<file path="src/rrs_pkg.sv">
package rrs_pkg;

    // Request codes as they arrive on the command field.
    typedef enum logic [2:0] {
        CMD_WRITE      = 3'd0,
        CMD_READ       = 3'd1,
        CMD_MCAST      = 3'd2,
        CMD_RESET      = 3'd3,
        CMD_SYNC_BEGIN = 3'd4,
        CMD_SYNC_END   = 3'd5,
        CMD_DELETE     = 3'd6
    } t_cmd;

    // Sequencer control states.
    typedef enum logic {
        ST_IDLE,
        ST_SEARCH
    } t_state;

    // Lookup token that walks the row of key cells, one cell per cycle.
    typedef struct packed {
        logic active;
        logic found;
        logic free_seen;
        logic del;
    } t_probe;

    localparam int MASK_BITS = 3;
    localparam int SEQ_BITS  = 32;

endpackage

</file>
<file path="src/rrs_cell.sv">
module rrs_cell #(
    parameter int KEY_BITS = 64
) (
    input  logic                  i_clk,
    input  logic                  i_rst_n,
    input  rrs_pkg::t_probe       i_probe,
    input  logic [KEY_BITS-1:0]   i_key,
    input  logic                  i_commit_ins,
    input  logic                  i_clear,
    output rrs_pkg::t_probe       o_probe
);

    logic                r_valid;
    logic [KEY_BITS-1:0] r_key;
    logic                r_claim;
    rrs_pkg::t_probe     r_probe;
    rrs_pkg::t_probe     n_probe;
    logic                hit;

    // Compare this cell's entry while the token sits at its input.
    assign hit = i_probe.active && r_valid && (r_key == i_key);

    always_comb begin
        n_probe           = i_probe;
        n_probe.found     = i_probe.found | hit;
        n_probe.free_seen = i_probe.free_seen | (i_probe.active & ~r_valid);
    end

    // Token register hands the lookup to the next cell.
    always_ff @(posedge i_clk) begin
        if (!i_rst_n) begin
            r_probe <= '0;
        end else begin
            r_probe <= n_probe;
        end
    end

    // The first free cell that the token passes claims the pending insert.
    always_ff @(posedge i_clk) begin
        if (!i_rst_n) begin
            r_claim <= 1'b0;
        end else if (i_probe.active) begin
            r_claim <= ~r_valid & ~i_probe.free_seen;
        end
    end

    // Entry valid bit: clear, insert on commit, or drop on a delete hit.
    always_ff @(posedge i_clk) begin
        if (!i_rst_n) begin
            r_valid <= 1'b0;
        end else if (i_clear) begin
            r_valid <= 1'b0;
        end else if (i_commit_ins && r_claim) begin
            r_valid <= 1'b1;
        end else if (hit && i_probe.del) begin
            r_valid <= 1'b0;
        end
    end

    // Entry key is written only when the insert commits here.
    always_ff @(posedge i_clk) begin
        if (i_commit_ins && r_claim) begin
            r_key <= i_key;
        end
    end

    assign o_probe = r_probe;

endmodule

</file>
<file path="config.mk">
export PLATFORM = sky130hd
export DESIGN_NAME = rrs_cell
export DESIGN_NICKNAME = d
export VERILOG_FILES = /design/src/rrs_pkg.sv /design/src/rrs_cell.sv
export SDC_FILE = /design/constraint.sdc
export NUM_CORES = 1
export LEC_CHECK = 0
export BUFFER_PORTS_ARGS = -buffer_cell sky130_fd_sc_hd__buf_2
export CAP_MARGIN = 20
export CORE_UTILIZATION = 45
export CTS_CLUSTER_SIZE = 40
export DETAILED_ROUTE_END_ITERATION = 7
export PLACE_DENSITY_LB_ADDON = 0.2
export SLEW_MARGIN = 20
export SYNTH_ARGS = -nofsm -noshare
export SYNTH_HDL_FRONTEND = slang
export SYNTH_SLANG_ARGS = --single-unit
</file>
<file path="constraint.sdc">
create_clock -name i_clk -period 1.6 [get_ports i_clk]
set_clock_uncertainty 0.05 [all_clocks]
set_input_delay 0.24 -clock i_clk [delete_from_list [all_inputs] [get_ports i_clk]]
set_output_delay 0.24 -clock i_clk [all_outputs]
set_load 0.01 [all_outputs]
</file>
==> impl_results.md, run 1 <==
* Status: finished with violations
* Failing checks: negative setup slack
* Gpl congestion at 0.7782
* Post-synth EDFFs at 64
* Ys async rst share at 0%
* CP endpoint kind: flop
* Setup WS pre-CTS at -0.1485 ns
* CP max FO at 2
* Root buf cell: clkbuf_8
* Slew headroom at around 72%
* Mapped Cells at between 150 and 200
* Gr usage total at 16.79%
* H-tree level count at 3
* Met1 usage at a little over a fifth
* Fill count at 492
* Most common cell after layout, fill and taps aside: buf_2
* Die H at around 82 um
* Number of global-route vias before repair at 1813
* Layout Cells excl Fill at between 300 and 400
* Peak supply drop at around 0.00062 V
* Sequential share of the synthesized area at between 70% and 80%
* Final hold violations at 0
* Die area at a little under 7000 um^2
* Final slew viol count at 0
* Clk pin slew, worst setup/hold paths at roughly 0.080 ns
* Max Cap Viol at 0
* Nets at approximately 370
* Leak pwr at about 1.4 nW
* Post-DP HPWL at slightly below 4000 um
* Final setup vio count at 2
* Post-CTS Setup Bufs at 0
* TritonCTS Buffers at 9
* Sequential cell area at just over 2000 um^2
* Port Buffer Count at 75
* RSZ-0062 raised after global routing: true
* #FFs+latches synth at 70
* Most frequent cells in the layout: buf_2 (75), edfxtp_1 (64), xnor2_1 (41)
* Met3 Track Usage GR at around 4.2%
* Initial DRC count at 51
* Clk sink count at 70
* Worst-Margin Slew at ~0.42 ns
* Synth unique cells at 27
* Total number of vias at roughly 1900
* Synthesized area at 2900 um^2
* Pwr/cell area at ~970 nW/um^2
* Top_reg_cell synth: edfxtp_1
* Worst EP arrival at between 1.5 and 2 ns
* Synthesis Warnings at 0
* TritonCTS clock tree: yes
* Footprint of the multi-input gates at ~810 um^2
* Minimum clock period at between 1.5 and 2 ns
* Max Fclk at slightly below 600 MHz
* Syn nets at about 260
* Initial DRT Pass Iterations at 4
* Routed vias/inst at ~5.0
* Area Growth Syn to Fin at 28.17%
* Global-route wire length before repair at 8079 um
* Final period util at 106.8%
* Total core area at ~6100 um^2
* Clk_lat worst skew at between 0.3 and 0.4 ns
* Routed Wire Length at between 5000 and 6000 um
* WS Path Type: reg2reg
* Global route hottest layer: met2
* Initial Utilization at 47.85%
* Synth Area per Inst at about 15 um^2
* DRC at 0
* Site Rows at 28
* Placed Instances at roughly 360
* Initial antenna violation count at 0
* Total Power at 3.603 mW
* Worst Hold Class: in2reg
* Worst path required time at 1.77 ns
* Number of diodes at 0
* Post-route ant nets at 0
* Wire per inst at between 10 and 15 um
* Die W at between 80 and 90 um
* Startpoint types: flop
* Io pins at 76
* R2R Setup Slk at -0.11 ns
* Fraction of layout cells with a size suffix above 1 at 38.00%
* Min setup slack post-route at -0.1091 ns
* Met2 usage at 25.62%
* Largest net degree at the start of global routing at 27
* Longest Clk Path Bufs at 2
* Fin util at between 60% and 70%
* GRT overflow at 0
power breakdown:
group          internal [mW]  leakage (nW)  total, mW  switching [mW]
combinational          0.170         0.688      0.319           0.149
sequential              2.05         0.633       2.07          0.0185
clock                  0.603        0.0844       1.21           0.608
worst paths after layout:
| kind | cells past startpoint | to | startpoint |
|---|---|---|---|
| max | 5 | r_valid | r_key[43] |
| min | 1 | r_key[53] | i_key[53] |
| max reg2reg | 5 | r_valid | r_key[43] |
| min reg2reg | 2 | r_claim | r_claim |
cell usage after synthesis (2+ instances only):
library cell	instances	area (um^2)
a22oi_1	6	45.04
and2_2	2	15.01
dfxtp_1	6	120.1
edfxtp_1	64	1922
inv_1	19	71.32
nand2_1	2	7.510
nand4_1	12	75.07
nor2_1	5	18.77
nor2b_1	4	25.02
nor4_1	5	31.28
o221ai_1	2	17.52
o22ai_1	5	31.28
xnor2_1	41	359.1
xor2_1	5	43.79
repair_timing:
action	CTS	global route
hold endpoints to repair	0	0
endpoints found under the setup margin	2	2
pin swaps	2	2
resized for setup	3	1
hold buffers	0	0
critical path, stage by stage (launching register included):
cell and delay [ns]:
edfxtp_1 0.40, nor2b_1 0.16, a2111oi_1 0.30, and3_1 0.22, nand4_1 0.15, o41a_1 0.33
flip-flops by register name, indices dropped and copies added (netlist names):
signal	cells
r_key	64
o_probe	4
r_claim	1
r_valid	1
layout make-up:
class | instances | area share (%)
clock inverters | 2 | 0.2693
repair buffers | 93 | 14.41
flip-flops and latches | 70 | 54.93
clock buffers | 14 | 4.106
inverters | 19 | 1.919
multi-input cells | 102 | 21.84
well taps | 75 | 2.524
stage by stage:
stage	instance area [um^2]	TNS [ns]	hold slack, ns
2_1_floorplan	2902	0	0.2889
3_3_place_gp	3531	-0.1991	0.3850
3_5_place_dp	3531	-0.2587	0.3843
4_1_cts	3712	-0.2013	0.02705
5_1_grt	3717	-0.3890	0.02475
6_report	3717	-0.2013	0.04258
per-layer routing:
layer	part of all wire (%)	vias up
met1	46	903
met4	2.1	0
met5	0	-
met2	46	62
met3	5.8	9
li1	-	916
cells by family after synthesis:
logic type / Yosys count / synth area share (%)
and+or+nand+nor: 36 / 7.808
DFF: 70 / 70.41
muxes: 1 / 0.3451
buffers and inverters: 19 / 2.459
xor gates and xnor gates: 46 / 13.89
AOI/OAI and AO/OA: 19 / 5.091
Note: power is estimated with default switching activity, not from simulation.
==> run 2: changes to the inputs <==
--- a/config.mk
+++ b/config.mk
@@ -6,12 +6,14 @@
 export NUM_CORES = 1
 export LEC_CHECK = 0
 export BUFFER_PORTS_ARGS = -buffer_cell sky130_fd_sc_hd__buf_2
-export CAP_MARGIN = 20
+export CAP_MARGIN = 10
 export CORE_UTILIZATION = 45
 export CTS_CLUSTER_SIZE = 40
 export DETAILED_ROUTE_END_ITERATION = 7
+export HOLD_SLACK_MARGIN = 0.08
 export PLACE_DENSITY_LB_ADDON = 0.2
 export SLEW_MARGIN = 20
 export SYNTH_ARGS = -nofsm -noshare
 export SYNTH_HDL_FRONTEND = slang
 export SYNTH_SLANG_ARGS = --single-unit
+export TNS_END_PERCENT = 1
==> impl_results.md, run 2 (same netlist as run 1, synthesis figures left out) <==
* Status: finished with violations
* Failing checks: negative setup slack
* Reg power frac at between 50% and 60%
* Peak supply drop at 0.0006309 V
* DRC at 0
* RSZ-0062 raised after global routing: true
* Initial Utilization at between 40% and 50%
* Slew headroom at a little under three quarters
* Root buf cell: clkbuf_8
* Worst EP arrival at roughly 1.9 ns
* Initial DRT Pass Iterations at 6
* Net switching power at between 0.8 and 0.9 mW
* Clk_lat worst skew at roughly 0.33 ns
* Longest Clk Path Bufs at 2
* WS Path Type: reg2reg
* Routed vias/inst at roughly 5
* Most frequent cells in the layout: buf_2 (75), edfxtp_1 (64), dlygate4sd3_1 (59)
* Initial antenna violation count at 0
* CP endpoint kind: flop
* Site Rows at 28
* Combinational share of power at 11.7%
* Final slew viol count at 0
* Startpoint types: flop
* Minimum clock period at around 1.7 ns
* GRT overflow at 0
* Footprint of the multi-input gates at around 800 um^2
* Die H at about 80 um
* Area Growth Syn to Fin at 48.53%
* Global-route wire length before repair at approximately 9500 um
* Number of diodes at 0
* Max reg flops at 64
* Clk pin slew, worst setup/hold paths at around 0.07 ns
* Number of global-route vias before repair at between 2000 and 2500
* Min setup slack post-route at -0.1197 ns
* Pwr/cell area at 866.2 nW/um^2
* Die W at 82.28 um
* Sequential cell area at approximately 2000 um^2
* Post-route ant nets at 0
* Wire per inst at ~14 um
* Post-Route Setup TNS at -0.1854 ns
* Die area at between 6000 and 7000 um^2
* Total Power at approximately 3.7 mW
* Io pins at 76
* Routed Wire Length at about 6100 um
* Leak pwr at 1.652 nW
* P_int at a little under 3 mW
* TritonCTS Buffers at 9
* TritonCTS clock tree: yes
* Fraction of layout cells with a size suffix above 1 at 31.75%
* Fill count at 440
* Final period util at 107.5%
* Post-DP HPWL at between 3000 and 4000 um
* Total number of vias at between 2000 and 2500
* Port Buffer Count at 75
* Clk sink count at 70
* R2R Setup Slk at -0.12 ns
* Final hold violations at 0
* Reg with most FFs: r_key
* Gpl congestion at a little under 0.8
* Clock power share at between 30% and 40%
* Most common cell after layout, fill and taps aside: buf_2
* CP max FO at 2
* Max Fclk at slightly below 600 MHz
* Largest net degree at the start of global routing at 27
* Nets at roughly 430
* Max Cap Viol at 0
* Final setup vio count at 2
* Gr usage total at 19.72%
* H-tree level count at 3
* Total core area at between 6000 and 7000 um^2
* Initial DRC count at 75
* Worst path required time at ~1.8 ns
* Worst Hold Class: in2reg
* Worst-Margin Slew at around 0.42 ns
* Sw frac at between 20% and 30%
[run 2: metrics by stage]
stage                     area, um^2  utilization [%]  setup WS, ns  std cells  hold WS (ns)
after floorplan                 2902                -       0.03822        191        0.2889
after global placement          3531            58.26       -0.1124        359        0.3850
after detailed placement        3531            58.26       -0.1485        359        0.3843
after CTS                       4303            70.99       -0.1054        434       0.08465
after global routing            4308            71.08       -0.2047        434       0.09044
final                           4308            71.08       -0.1197        434       0.09687
[run 2: final timing paths]
kind                  start    endpoint  cells after the start
setup / recovery  r_key[26]     r_valid                      5
hold / removal      i_rst_n  o_probe[2]                      3
setup reg to reg  r_key[26]     r_valid                      5
hold reg to reg     r_claim     r_claim                      2
[run 2: metal layers]
metal | up-vias | track usage (%) | routed length (um)
met5 | - | 0 | 0
met4 | 0 | 9.474 | 115
met3 | 11 | 4.286 | 411
met2 | 69 | 32.73 | 2975
met1 | 1015 | 24.41 | 2589
li1 | 1037 | - | -
[run 2: power by group through the flow]
stage	Combinational (mW)	Clock, mW	Sequential, mW
detailed placement	0.320	0	2.11
floorplan	0.134	0	2.11
CTS	0.432	1.25	2.07
finish	0.437	1.22	2.07
global placement	0.315	0	2.11
global route	0.477	1.33	2.08
[run 2: worst max-delay path: stages (launching register included)]
cell      delay [ns]
edfxtp_1        0.38
xnor2_1         0.17
nand4_1         0.14
nor4_2          0.32
nand4_1         0.17
o41a_1          0.39
[run 2: area by class of cell]
class,count,share of cell area [%]
Clock buffer,14,3.543
Clock inverter,2,0.2324
Inverter,19,1.656
Multi-Input combinational cell,102,18.85
Sequential cell,70,47.40
Tap cell,75,2.178
Timing Repair Buffer,152,26.14
[run 2: what timing repair did]
item	CTS	global route
buffers inserted	0	0
hold buffers	59	0
endpoints found under the hold margin	59	0
gates resized for setup	3	1
pin swaps	2	0
endpoints found under the setup margin	2	2
==> run 3: changes to the inputs <==
--- a/config.mk
+++ b/config.mk
@@ -5,11 +5,11 @@
 export SDC_FILE = /design/constraint.sdc
 export NUM_CORES = 1
 export LEC_CHECK = 0
-export BUFFER_PORTS_ARGS = -buffer_cell sky130_fd_sc_hd__buf_2
 export CAP_MARGIN = 10
-export CORE_UTILIZATION = 45
+export CORE_UTILIZATION = 44
 export CTS_CLUSTER_SIZE = 40
 export DETAILED_ROUTE_END_ITERATION = 7
+export DONT_BUFFER_PORTS = 1
 export HOLD_SLACK_MARGIN = 0.08
 export PLACE_DENSITY_LB_ADDON = 0.2
 export SLEW_MARGIN = 20
==> impl_results.md, run 3 (same netlist as run 1, synthesis figures left out) <==
* Post-route ant nets at 0
* Post-Route Setup TNS at -0.3176 ns
* Die area at 6921 um^2
* Final period util at 111.3%
* Slew headroom at about three quarters
* GRT overflow at 0
* Gpl congestion at about 0.83
* Setup WS pre-CTS at -0.2134 ns
* Largest net degree at the start of global routing at 36
* Slowest CP cell: edfxtp_1
* Most used cell, CP: nand4_1
* Most frequent cells in the layout: dlygate4sd3_1 (73), edfxtp_1 (64), xnor2_1 (36)
* Pwr/cell area at 895.3 nW/um^2
* Most common cell after layout, fill and taps aside: dlygate4sd3_1
* Clk sink count at 70
* Crit path buffers/inverters at 1
* Port Buffer Count at 0
* Wire per inst at between 15 and 20 um
* Status: finished with violations
* Die W at 83.19 um
* Initial antenna violation count at 0
* WHS at roughly 0.16 ns
* Total number of vias at ~1900
* Clk pin slew, worst setup/hold paths at 0.07 ns
* Gr usage total at roughly a fifth
* Max Fclk at roughly 560 MHz
* WS Path Type: reg2reg
* Crit path cell chain: xnor2_1 > nand4_1 > nor4_2 > buf_4 > nand4_1 > o41a_1
* Worst path top cell family by delay: simple AND/OR/NAND/NOR gates
* Routed vias/inst at 5.137
* CP endpoint kind: flop
* TritonCTS clock tree: yes
* Area Growth Syn to Fin at 40.12%
* DRC at 0
* Initial Utilization at a little under half
* Failing checks: negative setup slack
* Clk_lat worst skew at 0.34 ns
* Nets at roughly 360
* Max incr delay on CP at ~0.4 ns
* Reg with most FFs: r_key
* Initial DRT Pass Iterations at 4
* TritonCTS Buffers at 9
* Fill count at about 460
* CP max FO at 2
* Io pins at 76
* Startpoint types: flop
* Initial DRC count at a little under 90
* Final setup vio count at 2
* Sequential cell area at between 2000 and 2500 um^2
* Worst EP arrival at ~2.0 ns
* Number of global-route vias before repair at roughly 2200
* Max reg flops at between 60 and 70
* Minimum clock period at about 1.8 ns
* Global-route wire length before repair at 10520 um
* H-tree level count at 3
* Number of diodes at 0
* Die H at 83.19 um
* Post-DP HPWL at between 4000 and 5000 um
* Routed Wire Length at between 6000 and 7000 um
* Fraction of layout cells with a size suffix above 1 at approximately an eighth
* Longest Clk Path Bufs at 2
* Peak supply drop at about 0.00065 V
* Worst path required time at 1.77 ns
* Footprint of the multi-input gates at between 800 and 900 um^2
* Total core area at ~6300 um^2
* Worst-Margin Slew at around 0.36 ns
* Worst Hold Class: in2reg
* Max Cap Viol at 0
* Final slew viol count at 0
* Root buf cell: clkbuf_8
* Min setup slack post-route at -0.1812 ns
* Site Rows at 29
* RSZ-0062 raised after global routing: true
* Final hold violations at 0
* Leak pwr at about 1.4 nW
-- run 3: worst paths after layout --
path | start | slack [ns] | end | depth (start not counted)
min reg2reg | r_claim | 0.49 | r_claim | 2
max reg2reg | r_key[40] | -0.18 | r_valid | 6
min | i_commit_ins | 0.16 | r_key[37] | 1
max | r_key[40] | -0.18 | r_valid | 6
-- run 3: power breakdown --
part | internal, mW | leakage [nW] | switching (mW) | total, mW
Combinational | 0.216 | 0.697 | 0.118 | 0.334
Clock | 0.598 | 0.0861 | 0.628 | 1.23
Sequential | 2.05 | 0.633 | 0.0248 | 2.08
Total | 2.87 | 1.42 | 0.771 | 3.64
-- run 3: layout make-up --
type | instances | share of cell area [%]
clock buffer | 12 | 3.571
timing repair buffer | 82 | 19.95
sequential | 70 | 50.25
multi-input combinational | 102 | 21.55
tap | 77 | 2.371
inverter | 19 | 1.755
clock inverter | 4 | 0.5542
-- run 3: repair_timing --
action                     4_1_cts  5_1_grt
pin swaps                        5       10
hold buffers                    73        0
hold endpoints to repair        70        0
gates resized for setup          3        9
buffers inserted                 1        0
setup endpoints to repair        2        2
-- run 3: metal layers --
metal,track usage [%],vias up,share of wire [%]
li1,-,893,-
met1,22.59,917,39
met2,36.44,59,54
met3,5.268,11,5.3
met4,8.464,0,1.6
met5,0,-,0
-- run 3: through the flow --
stage	instances	power [mW]	util [%]	instance area, um^2
2_1_floorplan	191	2.247	-	2902
3_3_place_gp	276	2.277	48.35	3070
3_5_place_dp	276	2.288	48.35	3070
4_1_cts	366	3.651	62.90	3994
5_1_grt	366	3.791	64.00	4064
6_report	366	3.639	64.00	4064
